==> src/rtl/core/cpu8_pkg.sv <==
// Package with shared types, state codes and opcodes of the cpu8 core.
package cpu8_pkg;

  localparam int MEM_DEPTH = 65536;
  localparam int MEM_AW = $clog2(MEM_DEPTH);

  typedef enum logic [3:0] {
    ST_IDLE,
    ST_LOAD,
    ST_FETCH,
    ST_OPER1,
    ST_OPER2,
    ST_RD1,
    ST_RD2,
    ST_EXEC,
    ST_WR2,
    ST_DONE
  } state_t;

  // Memory address source selects.
  typedef enum logic [2:0] {
    AS_PC,
    AS_PC1,
    AS_PC2,
    AS_HL,
    AS_DE,
    AS_WORD,
    AS_SP,
    AS_SP1
  } addr_sel_t;

  // Commands from the controller to the datapath.
  typedef struct packed {
    addr_sel_t  addr_sel;
    logic       mem_we;
    logic [7:0] wdata;
    logic       use_load;
    logic       cap_op;
    logic       cap_b1;
    logic       cap_b2;
    logic       cap_m1;
    logic       exec;
    logic       clr_op;
  } cmd_t;

  // Status from the datapath to the controller.
  typedef struct packed {
    logic [7:0] op;
  } stat_t;

  localparam logic [7:0] OP_NOP  = 8'h00, OP_LXIB = 8'h01, OP_LXID = 8'h11;
  localparam logic [7:0] OP_LXIH = 8'h21, OP_LXIS = 8'h31, OP_DCRB = 8'h05;
  localparam logic [7:0] OP_DCRC = 8'h0d, OP_MVIB = 8'h06, OP_MVIC = 8'h0e;
  localparam logic [7:0] OP_MVIH = 8'h26, OP_MVIA = 8'h3e, OP_MVIM = 8'h36;
  localparam logic [7:0] OP_DADB = 8'h09, OP_DADD = 8'h19, OP_DADH = 8'h29;
  localparam logic [7:0] OP_RRC  = 8'h0f, OP_INXD = 8'h13, OP_INXH = 8'h23;
  localparam logic [7:0] OP_LDAX = 8'h1a, OP_STA  = 8'h32, OP_LDA  = 8'h3a;
  localparam logic [7:0] OP_MOVDM = 8'h56, OP_MOVEM = 8'h5e, OP_MOVHM = 8'h66;
  localparam logic [7:0] OP_MOVLA = 8'h6f, OP_MOVMA = 8'h77, OP_MOVAD = 8'h7a;
  localparam logic [7:0] OP_MOVAE = 8'h7b, OP_MOVAH = 8'h7c, OP_MOVAM = 8'h7e;
  localparam logic [7:0] OP_ANA  = 8'ha7, OP_XRA  = 8'haf, OP_ANI  = 8'he6;
  localparam logic [7:0] OP_ADI  = 8'hc6, OP_CPI  = 8'hfe, OP_JMP  = 8'hc3;
  localparam logic [7:0] OP_JNZ  = 8'hc2, OP_CALL = 8'hcd, OP_RET  = 8'hc9;
  localparam logic [7:0] OP_POPB = 8'hc1, OP_POPD = 8'hd1, OP_POPH = 8'he1;
  localparam logic [7:0] OP_PSHB = 8'hc5, OP_PSHD = 8'hd5, OP_PSHH = 8'he5;
  localparam logic [7:0] OP_PSHP = 8'hf5, OP_POPP = 8'hf1, OP_OUT  = 8'hd3;
  localparam logic [7:0] OP_XCHG = 8'heb, OP_EI   = 8'hfb;

  // Number of operand bytes that follow the opcode.
  function automatic logic [1:0] oper_len(input logic [7:0] op);
    case (op)
      OP_LXIB, OP_LXID, OP_LXIH, OP_LXIS, OP_STA, OP_LDA, OP_JMP, OP_JNZ,
      OP_CALL: oper_len = 2'd2;
      OP_MVIB, OP_MVIC, OP_MVIH, OP_MVIA, OP_MVIM, OP_ANI, OP_ADI, OP_CPI,
      OP_OUT: oper_len = 2'd1;
      default: oper_len = 2'd0;
    endcase
  endfunction

  function automatic logic even_par(input logic [7:0] v);
    even_par = ~^v;
  endfunction

endpackage

==> src/rtl/core/cpu8_ctrl.sv <==
// Controller state machine of the cpu8 core: sequences memory accesses per item.
module cpu8_ctrl (
  input  logic             clk,
  input  logic             rst_n,
  input  logic             in_valid,
  output logic             in_stall,
  input  logic             in_kind,
  output logic             out_valid,
  input  logic             out_stall,
  input  cpu8_pkg::stat_t  stat,
  input  logic [7:0]       a_val,
  input  logic [7:0]       b1_val,
  input  logic [15:0]      bc_val,
  input  logic [15:0]      de_val,
  input  logic [15:0]      hl_val,
  input  logic [15:0]      pc_val,
  input  logic [4:0]       f_val,
  output cpu8_pkg::cmd_t   cmd,
  output cpu8_pkg::state_t state,
  output logic             busy
);
  cpu8_pkg::state_t state_r, state_nxt;
  logic             ov_r, ov_nxt;
  logic [7:0]       op;
  logic [15:0]      n3;

  assign op = stat.op;
  assign n3 = pc_val + 16'd3;

  always_ff @(posedge clk) begin
    if (!rst_n) begin
      state_r <= cpu8_pkg::ST_IDLE;
      ov_r    <= 1'b0;
    end else begin
      state_r <= state_nxt;
      ov_r    <= ov_nxt;
    end
  end

  // Accepting requires the controller to be idle and the output register to be free or being drained.
  assign in_stall  = !(state_r == cpu8_pkg::ST_IDLE && (!ov_r || !out_stall));
  assign out_valid = ov_r;
  assign busy      = (state_r != cpu8_pkg::ST_IDLE);
  assign state     = state_r;

  always_comb begin
    logic is_pop, is_push, rd_hl;
    state_nxt = state_r;
    ov_nxt = ov_r && out_stall;
    cmd = '0;
    cmd.addr_sel = cpu8_pkg::AS_PC;
    is_pop  = (op == cpu8_pkg::OP_RET || op == cpu8_pkg::OP_POPB ||
               op == cpu8_pkg::OP_POPD || op == cpu8_pkg::OP_POPH ||
               op == cpu8_pkg::OP_POPP);
    is_push = (op == cpu8_pkg::OP_PSHB || op == cpu8_pkg::OP_PSHD ||
               op == cpu8_pkg::OP_PSHH || op == cpu8_pkg::OP_PSHP ||
               op == cpu8_pkg::OP_CALL);
    rd_hl   = (op == cpu8_pkg::OP_MOVDM || op == cpu8_pkg::OP_MOVEM ||
               op == cpu8_pkg::OP_MOVHM || op == cpu8_pkg::OP_MOVAM);
    case (state_r)
      cpu8_pkg::ST_IDLE: begin
        if (in_valid && !in_stall) begin
          if (in_kind) begin
            state_nxt = cpu8_pkg::ST_FETCH;
          end else begin
            cmd.use_load = 1'b1;
            cmd.mem_we   = 1'b1;
            state_nxt    = cpu8_pkg::ST_LOAD;
          end
        end
      end
      cpu8_pkg::ST_LOAD: begin
        cmd.clr_op = 1'b1;
        ov_nxt = 1'b1;
        state_nxt = cpu8_pkg::ST_IDLE;
      end
      cpu8_pkg::ST_FETCH: begin
        // Read data of this cycle's address appears next cycle.
        cmd.addr_sel = cpu8_pkg::AS_PC1;
        state_nxt = cpu8_pkg::ST_OPER1;
        cmd.cap_op = 1'b1;
      end
      cpu8_pkg::ST_OPER1: begin
        cmd.cap_b1 = 1'b1;
        cmd.addr_sel = cpu8_pkg::AS_PC2;
        state_nxt = cpu8_pkg::ST_OPER2;
      end
      cpu8_pkg::ST_OPER2: begin
        cmd.cap_b2 = 1'b1;
        state_nxt = cpu8_pkg::ST_RD1;
      end
      cpu8_pkg::ST_RD1: begin
        // Issue the data read or data write, by opcode; a push write here is dropped by cpu8_stk.
        state_nxt = cpu8_pkg::ST_RD2;
        if (is_pop) begin
          cmd.addr_sel = cpu8_pkg::AS_SP;
        end else if (op == cpu8_pkg::OP_LDAX) begin
          cmd.addr_sel = cpu8_pkg::AS_DE;
        end else if (op == cpu8_pkg::OP_LDA) begin
          cmd.addr_sel = cpu8_pkg::AS_WORD;
        end else if (rd_hl) begin
          cmd.addr_sel = cpu8_pkg::AS_HL;
        end else if (op == cpu8_pkg::OP_MVIM || op == cpu8_pkg::OP_MOVMA) begin
          cmd.addr_sel = cpu8_pkg::AS_HL;
          cmd.mem_we = 1'b1;
          cmd.wdata = (op == cpu8_pkg::OP_MVIM) ? b1_val : a_val;
        end else if (op == cpu8_pkg::OP_STA) begin
          cmd.addr_sel = cpu8_pkg::AS_WORD;
          cmd.mem_we = 1'b1;
          cmd.wdata = a_val;
        end else if (is_push) begin
          cmd.addr_sel = cpu8_pkg::AS_SP;
          cmd.mem_we = 1'b1;
          cmd.wdata = 8'd0;
        end
      end
      cpu8_pkg::ST_RD2: begin
        // The data byte, or the low byte of a pop, is held for the execute step.
        state_nxt = cpu8_pkg::ST_EXEC;
        cmd.cap_m1 = 1'b1;
        if (is_pop) begin
          cmd.addr_sel = cpu8_pkg::AS_SP1;
        end
      end
      cpu8_pkg::ST_EXEC: begin
        if (is_push) begin
          // Stack writes go below SP before it moves: high at SP-1, low at SP-2.
          state_nxt = cpu8_pkg::ST_WR2;
        end else begin
          cmd.exec = 1'b1;
          state_nxt = cpu8_pkg::ST_DONE;
        end
      end
      cpu8_pkg::ST_WR2: begin
        cmd.exec = 1'b1;
        state_nxt = cpu8_pkg::ST_DONE;
      end
      cpu8_pkg::ST_DONE: begin
        ov_nxt = 1'b1;
        state_nxt = cpu8_pkg::ST_IDLE;
      end
      default: state_nxt = cpu8_pkg::ST_IDLE;
    endcase
    if (state_r == cpu8_pkg::ST_EXEC && is_push) begin
      cmd.mem_we = 1'b1;
      cmd.addr_sel = cpu8_pkg::AS_SP;
      case (op)
        cpu8_pkg::OP_PSHB: cmd.wdata = bc_val[15:8];
        cpu8_pkg::OP_PSHD: cmd.wdata = de_val[15:8];
        cpu8_pkg::OP_PSHH: cmd.wdata = hl_val[15:8];
        cpu8_pkg::OP_PSHP: cmd.wdata = a_val;
        default:           cmd.wdata = n3[15:8];
      endcase
    end
    if (state_r == cpu8_pkg::ST_WR2) begin
      cmd.mem_we = 1'b1;
      cmd.addr_sel = cpu8_pkg::AS_SP;
      case (op)
        cpu8_pkg::OP_PSHB: cmd.wdata = bc_val[7:0];
        cpu8_pkg::OP_PSHD: cmd.wdata = de_val[7:0];
        cpu8_pkg::OP_PSHH: cmd.wdata = hl_val[7:0];
        cpu8_pkg::OP_PSHP: cmd.wdata = {3'd0, f_val};
        default:           cmd.wdata = n3[7:0];
      endcase
    end
  end
endmodule

==> config.mk <==
export PLATFORM = sky130hd
export DESIGN_NAME = cpu8_ctrl
export DESIGN_NICKNAME = d
export VERILOG_FILES = /design/src/rtl/core/cpu8_pkg.sv /design/src/rtl/core/cpu8_ctrl.sv
export SDC_FILE = /design/constraint.sdc
export NUM_CORES = 1
export LEC_CHECK = 0
export BUFFER_PORTS_ARGS = -buffer_cell sky130_fd_sc_hd__buf_2
export CAP_MARGIN = 20
export CORE_MARGIN = 2
export CORE_UTILIZATION = 35
export CTS_BUF_LIST = sky130_fd_sc_hd__clkbuf_8
export DETAILED_ROUTE_END_ITERATION = 12
export GPL_TIMING_DRIVEN = 0
export PLACE_DENSITY_LB_ADDON = 0.1
export REMOVE_ABC_BUFFERS = 1
export SLEW_MARGIN = 10
export SYNTH_ARGS = -nofsm -noshare
export SYNTH_HDL_FRONTEND = slang
export SYNTH_SLANG_ARGS = --single-unit
==> constraint.sdc <==
create_clock -name clk -period 5.05 [get_ports clk]
set_input_delay 0.505 -clock clk [delete_from_list [all_inputs] [get_ports clk]]
set_output_delay 0.505 -clock clk [all_outputs]
set_load 0.05 [all_outputs]
Yosys cells after proc, flatten, opt, wreduce, memory -nomap -nowiden. Index checks and enable logic that the tools add are counted. W data, S select, Z words.

Add/subtract/negate cells: 1. Eq/ne operators: 29. Multiplexer cells: 35. Reductions and logical operators: 23.

Operator list (number): $eq A8 B8 Y1 const B (10); $pmux W8 S4 (2); $mux W12 (5); $eq A8 B7 Y1 const B (5); $mux W9 (4); $pmux W4 S8 (1); $eq A8 B6 Y1 const B (3); $add A16 B2 Y16 const B (1); $eq A4 B3 Y1 const B (4); $mux W8 (2); $mux W3 (5); $logic_or A1 B1 Y1 (13); $pmux W3 S4 (1); $mux W1 (11); $eq A4 B2 Y1 const B (2); $eq A4 B4 Y1 const B (2); $eq A8 B5 Y1 const B (1); $eq A4 B1 Y1 const B (1); $logic_and A1 B1 Y1 (4); $logic_not A4 Y1 (1); $mux W4 (1); $pmux W1 S2 (2); $reduce_bool A4 Y1 (1); $logic_not A1 Y1 (3); 3 further kinds (3).

Bits in registers: 5. Input port bits: 98. Output and inout bits: 26. Word-level logic and storage cells: 90.

Depth between registers and ports, before layout.
Word-level depth: 15. Depth in mapped cells: 8. Depth with buffers taken out: 7.

Worst setup path before layout. No wires, ideal clock.

Kind: register to output. Start: reg state_r[3], in the netlist state[3]. End: out cmd[15] (netlist bit). Arrival: 3.151 ns. Required time: 4.545 ns. Path slack: 1.394 ns. Cell stages (with the launch flop): 7. Path buffers: 1. Cell sequence: dfxtp_1 -> clkbuf_1 -> nor2_1 -> nand2_1 -> nor3_1 -> nor2b_1 -> o21ai_0.

RTL lines: from (decl) (line cpu8_ctrl.sv:22) `cpu8_pkg::state_t state_r, state_nxt;`; from (signal assigned) (line cpu8_ctrl.sv:32) `state_r <= cpu8_pkg::ST_IDLE;`; from (signal assigned) (line cpu8_ctrl.sv:35) `state_r <= state_nxt;`; to (decl) (line cpu8_ctrl.sv:18) `output cpu8_pkg::cmd_t cmd,`.

==> results.md <==
- # resized after CTS: 0
- Slowest-stage cell, CP: nor4_4
- Hold Path Class: input port to flop
- Crit path kind: input port to primary output
- RSZ-0062 raised after global routing: false
- Crit path cell chain: buf_2 > nand4b_2 > nor4_4 > a22oi_2 > o21a_1 > a211oi_1 > buf_2
- Clock buffer depth: 2
- Met2 Use GR: 36.97%
- Crit path time final: 3.498 ns
- TritonCTS Buffers: 3
- Vias in the first global route: 1957
- Grt ovf: 0
- CP endpoint kind: primary output
- Slew HR: 31.22%
- Die Ht: 74.75 µm
- Post-DRT Antenna Nets: 0
- CTS H-tree depth: 1
- Final Max Tran Viols: 0
- Largest net degree at the start of global routing: 27
- Starting density of the core: 36.60%
- TNS Setup: 0 ns
- Async S/R FF share, synth: 0%
- Total track usage: 21.07%
- Most used DFF post-synth: dfxtp_1
- Crit path DAT: 2.99 ns
- GR met1 Demand/Resource: 29.41%
- Critical path startpoint category: input port
- I/O Buffers: 123
- Layout cell share with drive strength beyond 1: 43.19%
- Via count: 2255
- Die area: 5587 µm²
- Clock Sinks: 5
- Most Used Layer, Global Route: met2
- Cell area power density: 126.3 nW/µm²
- I/O pins: 124
- Dominant cells by area after synthesis: mux4_2 (12%), dfxtp_1 (5.7%), xnor2_1 (5.5%)
- Number of distinct library cells after synthesis: 60
- Worst-Skew Late Latency: 0.22 ns
- Slew at the pin closest to its max-slew limit: 1.024 ns
- Post-synthesis instance total: 238
- Nets: 445
- Cell Rows: 25
- Crit Path Max Fanout: 26
- Total leakage power: 1.055 nW
- Period utilisation layout: 69.26%
- Worst path buffer plus inverter count: 2
- CP top delay family: simple AND/OR/NAND/NOR gates
- Post-CTS Hold Buffers: 0
- Avg Cell Area, Syn: 7.360 µm²
- First-pass GRT wire length: 9273 µm
- Fin. Hold Viols: 0
- Drt pass-1 iters: 4
- WL/cell: 15.04 µm
- FF+latch count, synth: 5
- Final HPWL DP: 4989 µm
- Final setup viols: 0
- Post-synth EDFFs: 0
- Vias per inst: 5.473
- Most frequent cell on the critical path: buf_2
- WP data required: 4.55 ns
- Reg clk slew, reported paths: 0.04 ns
- Die X-Extent: 74.75 µm
- Area grow syn2layout: 36.71%
- Status: finished, final reports clean
- Met3 usage: 2.142%
- Max-cap viol count: 0
- Postcts setup bufs: 0
- Initial antenna violation count: 0
- Core Region: 4786 µm²
- Fmax achieved: 285.9 MHz
- Synth top area share: 11.57%
- Post-synthesis sequential area ratio: 5.714%
- Residual DRC: 0
- DR iter-0 viols: 97
- CTS root buf: clkbuf_8
- Slowest stage delay, CP: 0.64 ns
- Routed Wire Length: 6197 µm
- CTS tree: done
- Yosys warning count: 0
- GPL Wtd Cong: 0.8688
- Post-Syn Area: 1752 µm²
- Worst VDD drop: 0.1195 mV
- Clock Skews: 0.0002744 ns
- Hold WS: 0.5164 ns
- Synth area leader: mux4_2
- Ant diodes: 0
sequential cells by signal, summed over array words and instances, names as in the netlist:
register and cells:
out_valid 1, state 4
final timing paths:
check	cells past startpoint	end	start	slack (ns)
worst max-delay path	7	cmd[14]	stat[4]	1.55
worst max register to register	4	state[0]	state[3]	3.62
worst min-delay path	2	out_valid	rst_n	0.52
worst min register to register	3	out_valid	out_valid	0.62
Yosys cell counts (all sizes together) (2+ instances only):
master,instances
o221ai,2
nor2b,8
nor2,23
o221a,2
mux2i,5
dfxtp,5
a311oi,2
xnor2,11
o2111ai,2
nor3,14
nand2,15
and3,2
clkbuf,11
a22oi,12
a211o,3
nand4b,3
nand3,7
o211ai,8
a21o,2
or2,2
or3,2
nor3b,2
nor4,3
buf,9
nand2b,4
a31oi,2
o21ai,15
nand4,4
inv,6
a211oi,5
o22ai,2
xor2,6
a21oi,9
and2,5
and4b,2
nand3b,2
mux4,9
cells in the final DEF (no fill, tap or decap), types with 4 or more instances in the layout:
cell type,netlist,layout
buf_2,5,123
nor2_1,23,23
nand2_1,15,15
o21ai_0,15,15
nor3_1,14,14
xnor2_1,11,11
a22oi_1,11,11
a21oi_1,9,9
mux4_2,9,9
nor2b_1,8,8
o211ai_1,8,8
inv_1,6,7
nand3_1,7,7
xor2_1,6,6
and2_1,5,5
mux2i_1,5,5
dfxtp_1,5,5
nand2b_1,4,4
a211oi_1,4,4
per-layer routing:
metal | routed length, µm | vias to the layer above
li1 | - | 1130
met1 | 2751 | 1027
met2 | 2923 | 98
met3 | 522 | 0
met4 | 0 | 0
met5 | 0 | -
cell families after synthesis:
family	share of synthesized area, %
adder cells (fa/ha/maj)	0.7142
AND/OR/NAND/NOR	32.86
flip-flops	5.715
buffers and inverters	7.071
XOR/XNOR	8.500
AO/OA/AOI/OAI	30.72
multiplexers	14.43
stage by stage:
step	setup WS (ns)	cell area, µm²	std cells	util (%)	total power [mW]
after floorplan	1.494	1650	218	-	0.1517
after global placement	1.559	2350	408	49.10	0.2282
after detailed placement	1.534	2350	408	49.10	0.2302
after CTS	1.526	2395	412	50.04	0.3043
after global routing	1.344	2395	412	50.04	0.3235
final	1.552	2395	412	50.04	0.3024
where the power goes:
part / internal [mW] / switching (mW) / total, mW / leakage [nW]
clock: 0.0522 / 0.0208 / 0.0730 / 0.0269
sequential: 0.0424 / 0.00752 / 0.0500 / 0.0408
combinational: 0.0732 / 0.106 / 0.179 / 0.987
total: 0.168 / 0.135 / 0.302 / 1.06
area by class of cell:
| class | count | area [µm²] |
|---|---|---|
| fill | 507 | 2391 |
| multi-input combinational | 207 | 1528 |
| timing repair buffer | 123 | 615.6 |
| sequential | 5 | 100.1 |
| tap | 67 | 83.83 |
| clock buffer | 3 | 41.29 |
| inverter | 6 | 22.52 |
| clock inverter | 1 | 3.754 |
No activity file was read; power rests on OpenSTA's default activity.
